--- src/sv/dqpb_pkg.sv ---
package dqpb_pkg;

  // sequencer states
  typedef enum logic [2:0] {
    ST_IDLE,
    ST_HDR,
    ST_LEN,
    ST_DATA,
    ST_TRL
  } state_t;

  // configuration register file contents
  typedef struct packed {
    logic [15:0] flags_word;
    logic [15:0] query_type;
    logic [15:0] query_class;
  } cfg_t;

  // register indexes (paddr[3:2])
  localparam logic [1:0] REG_FLAGS  = 2'd0;
  localparam logic [1:0] REG_QTYPE  = 2'd1;
  localparam logic [1:0] REG_QCLASS = 2'd2;

  localparam logic [15:0] FLAGS_RESET  = 16'h0100;
  localparam logic [15:0] QTYPE_RESET  = 16'h0001;
  localparam logic [15:0] QCLASS_RESET = 16'h0001;

  localparam logic [7:0] SEP_CHAR = 8'h2E;

  // last byte position of header and trailer bursts
  localparam logic [3:0] HDR_LAST = 4'd11;
  localparam logic [2:0] TRL_LAST = 3'd4;

endpackage

--- src/sv/dqpb_cfg.sv ---
module dqpb_cfg (
  input  logic                clk,
  input  logic                rst,
  input  logic                psel,
  input  logic                penable,
  input  logic                pwrite,
  input  logic [3:0]          paddr,
  input  logic [31:0]         pwdata,
  output logic [31:0]         prdata,
  output logic                pready,
  output dqpb_pkg::cfg_t      cfg
);

  logic wr_en;

  assign pready = 1'b1;
  assign wr_en  = psel && penable && pwrite;

  always_ff @(posedge clk) begin
    if (rst) begin
      cfg.flags_word  <= dqpb_pkg::FLAGS_RESET;
      cfg.query_type  <= dqpb_pkg::QTYPE_RESET;
      cfg.query_class <= dqpb_pkg::QCLASS_RESET;
    end else if (wr_en) begin
      unique case (paddr[3:2])
        dqpb_pkg::REG_FLAGS:  cfg.flags_word  <= pwdata[15:0];
        dqpb_pkg::REG_QTYPE:  cfg.query_type  <= pwdata[15:0];
        dqpb_pkg::REG_QCLASS: cfg.query_class <= pwdata[15:0];
        default: ;
      endcase
    end
  end

  always_comb begin
    unique case (paddr[3:2])
      dqpb_pkg::REG_FLAGS:  prdata = {16'h0000, cfg.flags_word};
      dqpb_pkg::REG_QTYPE:  prdata = {16'h0000, cfg.query_type};
      dqpb_pkg::REG_QCLASS: prdata = {16'h0000, cfg.query_class};
      default:              prdata = 32'h0000_0000;
    endcase
  end

endmodule

--- src/sv/dqpb_seq.sv ---
module dqpb_seq #(
  parameter int LABEL_MAX = 32
) (
  input  logic           clk,
  input  logic           rst,
  input  dqpb_pkg::cfg_t cfg,
  input  logic           s_tvalid,
  output logic           s_tready,
  input  logic [23:0]    s_tdata,
  input  logic           s_tuser,
  input  logic           s_tlast,
  output logic           m_tvalid,
  input  logic           m_tready,
  output logic [7:0]     m_tdata,
  output logic           m_tlast,
  output logic [1:0]     m_tuser
);

  localparam int AW = (LABEL_MAX > 1) ? $clog2(LABEL_MAX) : 1;
  localparam int CW = $clog2(LABEL_MAX + 1);
  localparam int PW = (CW > 4) ? CW : 4;

  dqpb_pkg::state_t state, state_next;
  logic [PW-1:0] pos, pos_next;
  logic [CW-1:0] cnt;
  logic          ovf;
  logic          last_q;
  logic          flush_q;
  logic [15:0]   qid_q;

  logic [7:0]    label_mem [LABEL_MAX];
  logic [7:0]    rd_data;
  logic [AW-1:0] rd_addr;

  logic [7:0]    ch;
  logic          s_fire, is_sep, store, gen, slot;
  logic [CW-1:0] cnt_base, cnt_acc;
  logic          ovf_base;
  logic [PW-1:0] cnt_w, last_idx;
  logic          data_done;

  logic [7:0]    byte_sel;
  logic          run_sel, pend_sel, cut_sel;

  assign ch       = s_tdata[7:0];
  assign s_tready = (state == dqpb_pkg::ST_IDLE);
  assign s_fire   = s_tvalid && s_tready;
  assign is_sep   = (ch == dqpb_pkg::SEP_CHAR);
  assign cnt_base = s_tuser ? '0 : cnt;
  assign ovf_base = s_tuser ? 1'b0 : ovf;
  assign store    = !is_sep && (cnt_base < CW'(LABEL_MAX));
  assign cnt_acc  = cnt_base + CW'(store);
  assign slot     = !m_tvalid || m_tready;
  assign gen      = slot && (state != dqpb_pkg::ST_IDLE);
  assign cnt_w    = PW'(cnt);
  assign last_idx = cnt_w - PW'(1);
  assign data_done = gen && (state == dqpb_pkg::ST_DATA) && (pos == last_idx);

  // next state
  always_comb begin
    state_next = state;
    unique case (state)
      dqpb_pkg::ST_IDLE: begin
        if (s_fire) begin
          priority if (s_tuser)                           state_next = dqpb_pkg::ST_HDR;
          else if ((is_sep || s_tlast) && cnt_acc != '0)  state_next = dqpb_pkg::ST_LEN;
          else if (s_tlast)                               state_next = dqpb_pkg::ST_TRL;
          else                                            state_next = dqpb_pkg::ST_IDLE;
        end
      end
      dqpb_pkg::ST_HDR: begin
        if (gen && pos[3:0] == dqpb_pkg::HDR_LAST) begin
          priority if (flush_q && cnt != '0) state_next = dqpb_pkg::ST_LEN;
          else if (last_q)                   state_next = dqpb_pkg::ST_TRL;
          else                               state_next = dqpb_pkg::ST_IDLE;
        end
      end
      dqpb_pkg::ST_LEN: begin
        if (gen) state_next = dqpb_pkg::ST_DATA;
      end
      dqpb_pkg::ST_DATA: begin
        if (data_done) state_next = last_q ? dqpb_pkg::ST_TRL : dqpb_pkg::ST_IDLE;
      end
      dqpb_pkg::ST_TRL: begin
        if (gen && pos[2:0] == dqpb_pkg::TRL_LAST) state_next = dqpb_pkg::ST_IDLE;
      end
      default: state_next = dqpb_pkg::ST_IDLE;
    endcase
  end

  always_comb begin
    if (state_next != state) pos_next = '0;
    else if (gen)            pos_next = pos + PW'(1);
    else                     pos_next = pos;
  end

  // byte select for the current position
  always_comb begin
    byte_sel = 8'h00;
    run_sel  = 1'b0;
    pend_sel = 1'b0;
    cut_sel  = 1'b0;
    unique case (state)
      dqpb_pkg::ST_HDR: begin
        unique case (pos[3:0])
          4'd0:    byte_sel = qid_q[15:8];
          4'd1:    byte_sel = qid_q[7:0];
          4'd2:    byte_sel = cfg.flags_word[15:8];
          4'd3:    byte_sel = cfg.flags_word[7:0];
          4'd5:    byte_sel = 8'h01;
          default: byte_sel = 8'h00;
        endcase
        run_sel = (pos[3:0] == dqpb_pkg::HDR_LAST) && !(flush_q && cnt != '0) && !last_q;
      end
      dqpb_pkg::ST_LEN: begin
        byte_sel = 8'(cnt);
        cut_sel  = ovf;
      end
      dqpb_pkg::ST_DATA: begin
        byte_sel = rd_data;
        cut_sel  = ovf;
        run_sel  = (pos == last_idx) && !last_q;
      end
      dqpb_pkg::ST_TRL: begin
        unique case (pos[2:0])
          3'd1:    byte_sel = cfg.query_type[15:8];
          3'd2:    byte_sel = cfg.query_type[7:0];
          3'd3:    byte_sel = cfg.query_class[15:8];
          3'd4:    byte_sel = cfg.query_class[7:0];
          default: byte_sel = 8'h00;
        endcase
        run_sel  = (pos[2:0] == dqpb_pkg::TRL_LAST);
        pend_sel = (pos[2:0] == dqpb_pkg::TRL_LAST);
      end
      default: ;
    endcase
  end

  // prefetch: data for the byte at pos is registered in rd_data before pos reaches it
  always_comb begin
    if (state == dqpb_pkg::ST_DATA) begin
      if (gen && (pos + PW'(1)) < cnt_w) rd_addr = AW'(pos + PW'(1));
      else                               rd_addr = AW'(pos);
    end else begin
      rd_addr = '0;
    end
  end

  always_ff @(posedge clk) begin
    if (s_fire && store) label_mem[AW'(cnt_base)] <= ch;
    rd_data <= label_mem[rd_addr];
  end

  always_ff @(posedge clk) begin
    if (rst) begin
      state    <= dqpb_pkg::ST_IDLE;
      pos      <= '0;
      cnt      <= '0;
      ovf      <= 1'b0;
      m_tvalid <= 1'b0;
    end else begin
      state <= state_next;
      pos   <= pos_next;
      if (s_fire) begin
        cnt <= cnt_acc;
        ovf <= ovf_base || (!is_sep && !store);
      end else if (data_done) begin
        cnt <= '0;
        ovf <= 1'b0;
      end
      if (gen)           m_tvalid <= 1'b1;
      else if (m_tready) m_tvalid <= 1'b0;
    end
  end

  always_ff @(posedge clk) begin
    if (s_fire) begin
      last_q  <= s_tlast;
      flush_q <= is_sep || s_tlast;
      qid_q   <= s_tdata[23:8];
    end
    if (gen) begin
      m_tdata <= byte_sel;
      m_tlast <= run_sel;
      m_tuser <= {cut_sel, pend_sel};
    end
  end

endmodule

--- src/sv/dns_query_packet_builder.sv ---
// channel   dir  beat contents
// s_*       in   tdata: name_char[7:0], query_id[23:8]; tuser: name_first; tlast: name_last
// m_*       out  tdata: out_byte[7:0]; tuser: packet_end[0], label_too_long[1]; tlast: run_end
// apb       in   0x0 flags_word, 0x4 query_type, 0x8 query_class (16 bits each)
//
// a character that is only buffered leaves the input ready; otherwise the input stays
// not ready while the byte sequencer runs: 12 bytes of header when name_first
// is set, 1 + n bytes for a label of n characters, 5 bytes of trailer
// the sequencer emits at most one byte per cycle into the output register and
// pauses whenever that register is full and m_tready is low
// rst is synchronous and active high; the label buffer itself is not cleared
module dns_query_packet_builder #(
  parameter int LABEL_MAX = 32
) (
  input  logic        clk,
  input  logic        rst,
  // input characters
  input  logic        s_tvalid,
  output logic        s_tready,
  input  logic [23:0] s_tdata,   // name_char, query_id
  input  logic        s_tuser,   // name_first
  input  logic        s_tlast,   // name_last
  // packet bytes
  output logic        m_tvalid,
  input  logic        m_tready,
  output logic [7:0]  m_tdata,   // out_byte
  output logic        m_tlast,   // run_end
  output logic [1:0]  m_tuser,   // packet_end, label_too_long
  // configuration
  input  logic        psel,
  input  logic        penable,
  input  logic        pwrite,
  input  logic [3:0]  paddr,
  input  logic [31:0] pwdata,
  output logic [31:0] prdata,
  output logic        pready
);

  dqpb_pkg::cfg_t cfg;

  // register file, read back through prdata
  dqpb_cfg u_cfg (
    .clk     (clk),
    .rst     (rst),
    .psel    (psel),
    .penable (penable),
    .pwrite  (pwrite),
    .paddr   (paddr),
    .pwdata  (pwdata),
    .prdata  (prdata),
    .pready  (pready),
    .cfg     (cfg)
  );

  // label buffer, byte counter and output register
  dqpb_seq #(
    .LABEL_MAX (LABEL_MAX)
  ) u_seq (
    .clk      (clk),
    .rst      (rst),
    .cfg      (cfg),
    .s_tvalid (s_tvalid),
    .s_tready (s_tready),
    .s_tdata  (s_tdata),
    .s_tuser  (s_tuser),
    .s_tlast  (s_tlast),
    .m_tvalid (m_tvalid),
    .m_tready (m_tready),
    .m_tdata  (m_tdata),
    .m_tlast  (m_tlast),
    .m_tuser  (m_tuser)
  );

  // the packet's final byte always closes its run
  a_pend_run: assert property (@(posedge clk) disable iff (rst)
    m_tvalid && m_tuser[0] |-> m_tlast)
    else $error("packet end without run end");

  // the trailer never carries the cut flag
  a_pend_cut: assert property (@(posedge clk) disable iff (rst)
    m_tvalid && m_tuser[0] |-> !m_tuser[1])
    else $error("label cut flag on trailer byte");

  // a header or trailer request keeps the input busy the next cycle
  a_busy: assert property (@(posedge clk) disable iff (rst)
    s_tvalid && s_tready && (s_tuser || s_tlast) |=> !s_tready)
    else $error("input ready while packet bytes pending");

endmodule

--- config.mk ---
export PLATFORM = sky130hd
export DESIGN_NAME = dns_query_packet_builder
export DESIGN_NICKNAME = d
export VERILOG_FILES = /design/src/sv/dqpb_pkg.sv /design/src/sv/dqpb_cfg.sv /design/src/sv/dqpb_seq.sv /design/src/sv/dns_query_packet_builder.sv
export SDC_FILE = /design/constraint.sdc
export NUM_CORES = 1
export LEC_CHECK = 0
export ABC_AREA = 1
export BUFFER_PORTS_ARGS = -buffer_cell sky130_fd_sc_hd__buf_2
export CORE_AREA = 2 2 138 240
export DETAILED_ROUTE_END_ITERATION = 10
export DIE_AREA = 0 0 140 242
export GPL_TIMING_DRIVEN = 0
export HOLD_SLACK_MARGIN = 0.02
export PLACE_DENSITY = 0.82
export REMOVE_ABC_BUFFERS = 1
export SYNTH_ARGS = -nofsm -noshare
export SYNTH_HDL_FRONTEND = slang
export SYNTH_HIERARCHICAL = 1
export SYNTH_SLANG_ARGS = --single-unit
--- constraint.sdc ---
create_clock -name clk -period 3.4 [get_ports clk]
set_input_delay 0 -clock clk [delete_from_list [all_inputs] [get_ports clk]]
set_output_delay 0 -clock clk [all_outputs]
set_load 0.1 [all_outputs]
==> results.json <==
{
  "p_sw_share_pct": 28.2,
  "drive_gt1_share_pct": 14.6,
  "pwr-share-seq_pct": 48.2,
  "finalNonFillerCells": 2494,
  "clk_path_buf_depth": 3,
  "setup_ws_ns": -0.175,
  "gp_congestion": 0.930,
  "finalClockSkew_ns": 0.0158,
  "syn-cell-area_um2": 17300,
  "cts_root_buf": "clkbuf_16",
  "via_count": 15600,
  "first_pass_iters": 9,
  "power_switching_uw": 2860,
  "die_x_um": 140,
  "synthTopCellsByArea": "edfxtp_1, nand3_1, nand2_1",
  "grt_pass1_vias": 14800,
  "port_buffers": 79,
  "crit_arrival_ns": 4.03,
  "path_clk_slew_ns": 0.07,
  "drt_iter0_markers": 2437,
  "syn_area_per_cell_um2": 8.98,
  "p_int_uw": 7270,
  "p_per_area_nw_per_um2": 488,
  "initial_utilization_pct": 53.8,
  "r2r-end": "u_seq/rd_data[1]",
  "synth_cell_types": 40,
  "ys_ff_latch": 358,
  "slew_viol_final": 0,
  "synth_area_leader_cell": "edfxtp_1",
  "yosysSeqAreaShare_pct": 58.0,
  "hold_slack_ns": 0.0399,
  "cts_made_buffers": 29,
  "comb_power_share_pct": 16.3,
  "yosysWarnings": 6,
  "syn_inst": 1924,
  "worst_pin_slew_ns": 1.45,
  "drc": 4,
  "rsz0062_at_grt": "true",
  "cts.sinks": 358,
  "row_count": 87,
  "maxCapViolations": 0,
  "final-hold-violation-count": 0,
  "antenna_found_initial": 0,
  "ioPinCount": 115,
  "start_kind": "flip-flop",
  "cts_tree": "yes",
  "period_minus_slack_ns": 3.58,
  "die_area_um2": 33900,
  "power_frac_clock_pct": 35.5,
  "r2r-start": "u_seq/pos[1]",
  "postLayoutCellArea_um2": 20700,
  "dpl.hpwl_um": 29200,
  "fin_crit_sh_pct": 105,
  "critPathRequiredTime_ns": 3.85,
  "core-area_um2": 32100,
  "max-vdd-ir-drop_mv": 0.505,
  "postLayoutCoreUtil_pct": 64.6,
  "syn2layout_area_growth_pct": 20.0,
  "vias_per_cell": 6.26,
  "final_nets": 2155,
  "status": "finished, violations left",
  "hold_path.class": "in -> reg",
  "worstSetupEndpointType": "flip-flop",
  "min_delay_path_depth": 1,
  "synth.most_common_cell": "nand2_1",
  "synth_ff_type": "edfxtp_1",
  "synthDominantCellAreaShare_pct": 49.5,
  "holdPathEnd": "u_seq/label_mem[18][2]",
  "ant_nets": 0,
  "fin_tns_setup_ns": -1.09,
  "setup_viol": 8,
  "r2r_setup_slack_ns": -0.18,
  "slew_headroom_pct": 3.50,
  "globalRouteOverflowTotal": 0,
  "critPathKind": "reg -> reg",
  "grt_usage_pct": 31.5,
  "finalWirelength_um": 58100,
  "crit_fanout": 13,
  "synth_enable_flop_cells": 285,
  "placed_cell_area_um2": 17800,
  "htree_levels": 1,
  "violations": "DRC, setup timing",
  "p_leak_uw": 0.00876,
  "grt_pass1_wl_um": 81900,
  "r2r_cells": 19,
  "dp.cells": 2304,
  "routedWlPerCell_um": 23.3,
  "grt_max_degree": 55,
  "chipHeight_um": 242,
  "diodes": 0,
  "clock.fmax_mhz": 280,
  "synthArstFlopShare_pct": 0,
  "synth_commonest_cells": "nand2_1, inv_1, nand3_1",
  "clk_latency_ns": 0.58,
  "hold_start": "s_tdata[2]"
}
## through the flow
stage	setup slack (ns)	power (uW)
2_1_floorplan	-2.19	5730
3_3_place_gp	-5.49	6070
3_5_place_dp	-2.34	6140
4_1_cts	0.0156	9900
5_1_grt	-0.141	10400
6_report	-0.175	10100
## area by class of cell
type	count	area (um^2)
clock buffers	34	754
fillers	2166	11400
flip-flops and latches	358	10000
clock inverters	20	249
inverters	322	1240
repair inverters	3	35.0
repair buffers	210	1930
multi-input cells	1147	6000
well taps	400	500
## logic make-up (layout without fill, tap and decap cells)
kind of cell               count (synthesis)  in the layout  share of synthesized area, %
muxes                                      1              1                        0.0579
other                                      2             17                        0.0435
and+or+nand+nor                         1018           1029                          26.9
xor gates and xnor gates                  14             14                         0.709
buffers and inverters                    445            589                          10.6
AOI/OAI and AO/OA                         71             71                          2.60
DFF                                      358            358                          58.0
adders and majority gates                 15             15                          1.09
## power groups by stage
stage | registers, uW | clock network, uW | logic, uW
2_1_floorplan | 5100 | 0 | 631
3_5_place_dp | 4980 | 0 | 1160
4_1_cts | 4880 | 3580 | 1440
6_report | 4880 | 3590 | 1650
5_1_grt | 4890 | 3770 | 1710
3_3_place_gp | 4980 | 0 | 1100
## worst max-delay path, stage by stage, from the launching register on
cell and delay [ns]:
dfxtp_4 0.39, nand3_1 0.13, nor3_2 0.18, xor2_1 0.23
ha_1 0.30, nand2_1 0.13, nand2_1 0.11, a21oi_4 0.22
nand3_4 0.20, buf_12 0.23, nand2_8 0.10, nand3_4 0.10
buf_12 0.19, buf_12 0.16, nand3_1 0.10, nand3_1 0.21
nand3_2 0.17, nand2_1 0.08, nand2_1 0.08, nand2_1 0.11
## cell usage in the layout, fill, tap and decap left out, types with 4 or more instances in the layout
cell type | Yosys | layout
o211ai_1 | 4 | 4
clkinvlp_4 | 0 | 9
dfxtp_1 | 73 | 68
conb_1 | 2 | 17
nand3_1 | 310 | 278
dfxtp_4 | 0 | 4
xor2_1 | 11 | 10
nand2_1 | 392 | 389
buf_12 | 0 | 14
inv_1 | 317 | 313
nor2_1 | 162 | 152
nand3_4 | 2 | 17
nand3_2 | 1 | 26
o21ai_1 | 1 | 4
dlygate4sd3_1 | 0 | 53
clkinv_2 | 0 | 6
nor2_4 | 5 | 5
a32o_1 | 4 | 4
a21oi_1 | 23 | 22
a221oi_1 | 4 | 4
clkbuf_1 | 44 | 4
inv_2 | 5 | 5
ha_1 | 15 | 14
buf_2 | 39 | 79
nor2_2 | 3 | 13
clkbuf_16 | 0 | 35
bufinv_16 | 0 | 5
or2_2 | 4 | 4
buf_6 | 7 | 6
nor3_1 | 5 | 4
edfxtp_1 | 285 | 285
buf_4 | 18 | 46
nand4_1 | 131 | 131
buf_16 | 0 | 4
o21ai_0 | 26 | 22
## registers in the layout (all words and copies together), names as in the netlist, 2 cells and up
name             cells
u_seq/cnt            6
u_seq/m_tuser        2
u_seq/pos            6
u_seq/qid_q         16
u_seq/label_mem    256
u_seq/state          3
u_cfg/cfg           48
u_seq/rd_data        8
u_seq/m_tdata        8
## per-layer routing
metal	GRT usage, %	share of wire [%]	wire (um)	vias up
met3	5.20	11	6320	383
met5	0	0	0	-
met2	54.9	50	28900	1356
li1	-	-	-	6668
met1	33.4	30	17300	7196
met4	25.3	9.6	5570	0
## worst max-delay path by stage
stage	start	end	slack, ns	cells after the start
after floorplan	u_seq/pos[2]	u_seq/rd_data[0]	-2.19	16
after global placement	u_seq/state[2]	u_seq/rd_data[4]	-5.49	11
after detailed placement	u_seq/pos[2]	u_seq/rd_data[0]	-2.34	17
after CTS	u_seq/pos[1]	u_seq/rd_data[3]	0.02	20
after global routing	u_seq/pos[1]	u_seq/rd_data[1]	-0.14	19
final	u_seq/pos[1]	u_seq/rd_data[1]	-0.18	19
## repair_timing
action                                  in CTS  in global routing
hold buffers                                53                  0
resized for setup                           33                 72
setup buffers                               28                 31
hold endpoints to repair                   179                  0
cloned                                      14                 10
endpoints found under the setup margin       8                112
pin swaps                                   13                 17
Note: power is estimated with default switching activity, not from simulation.
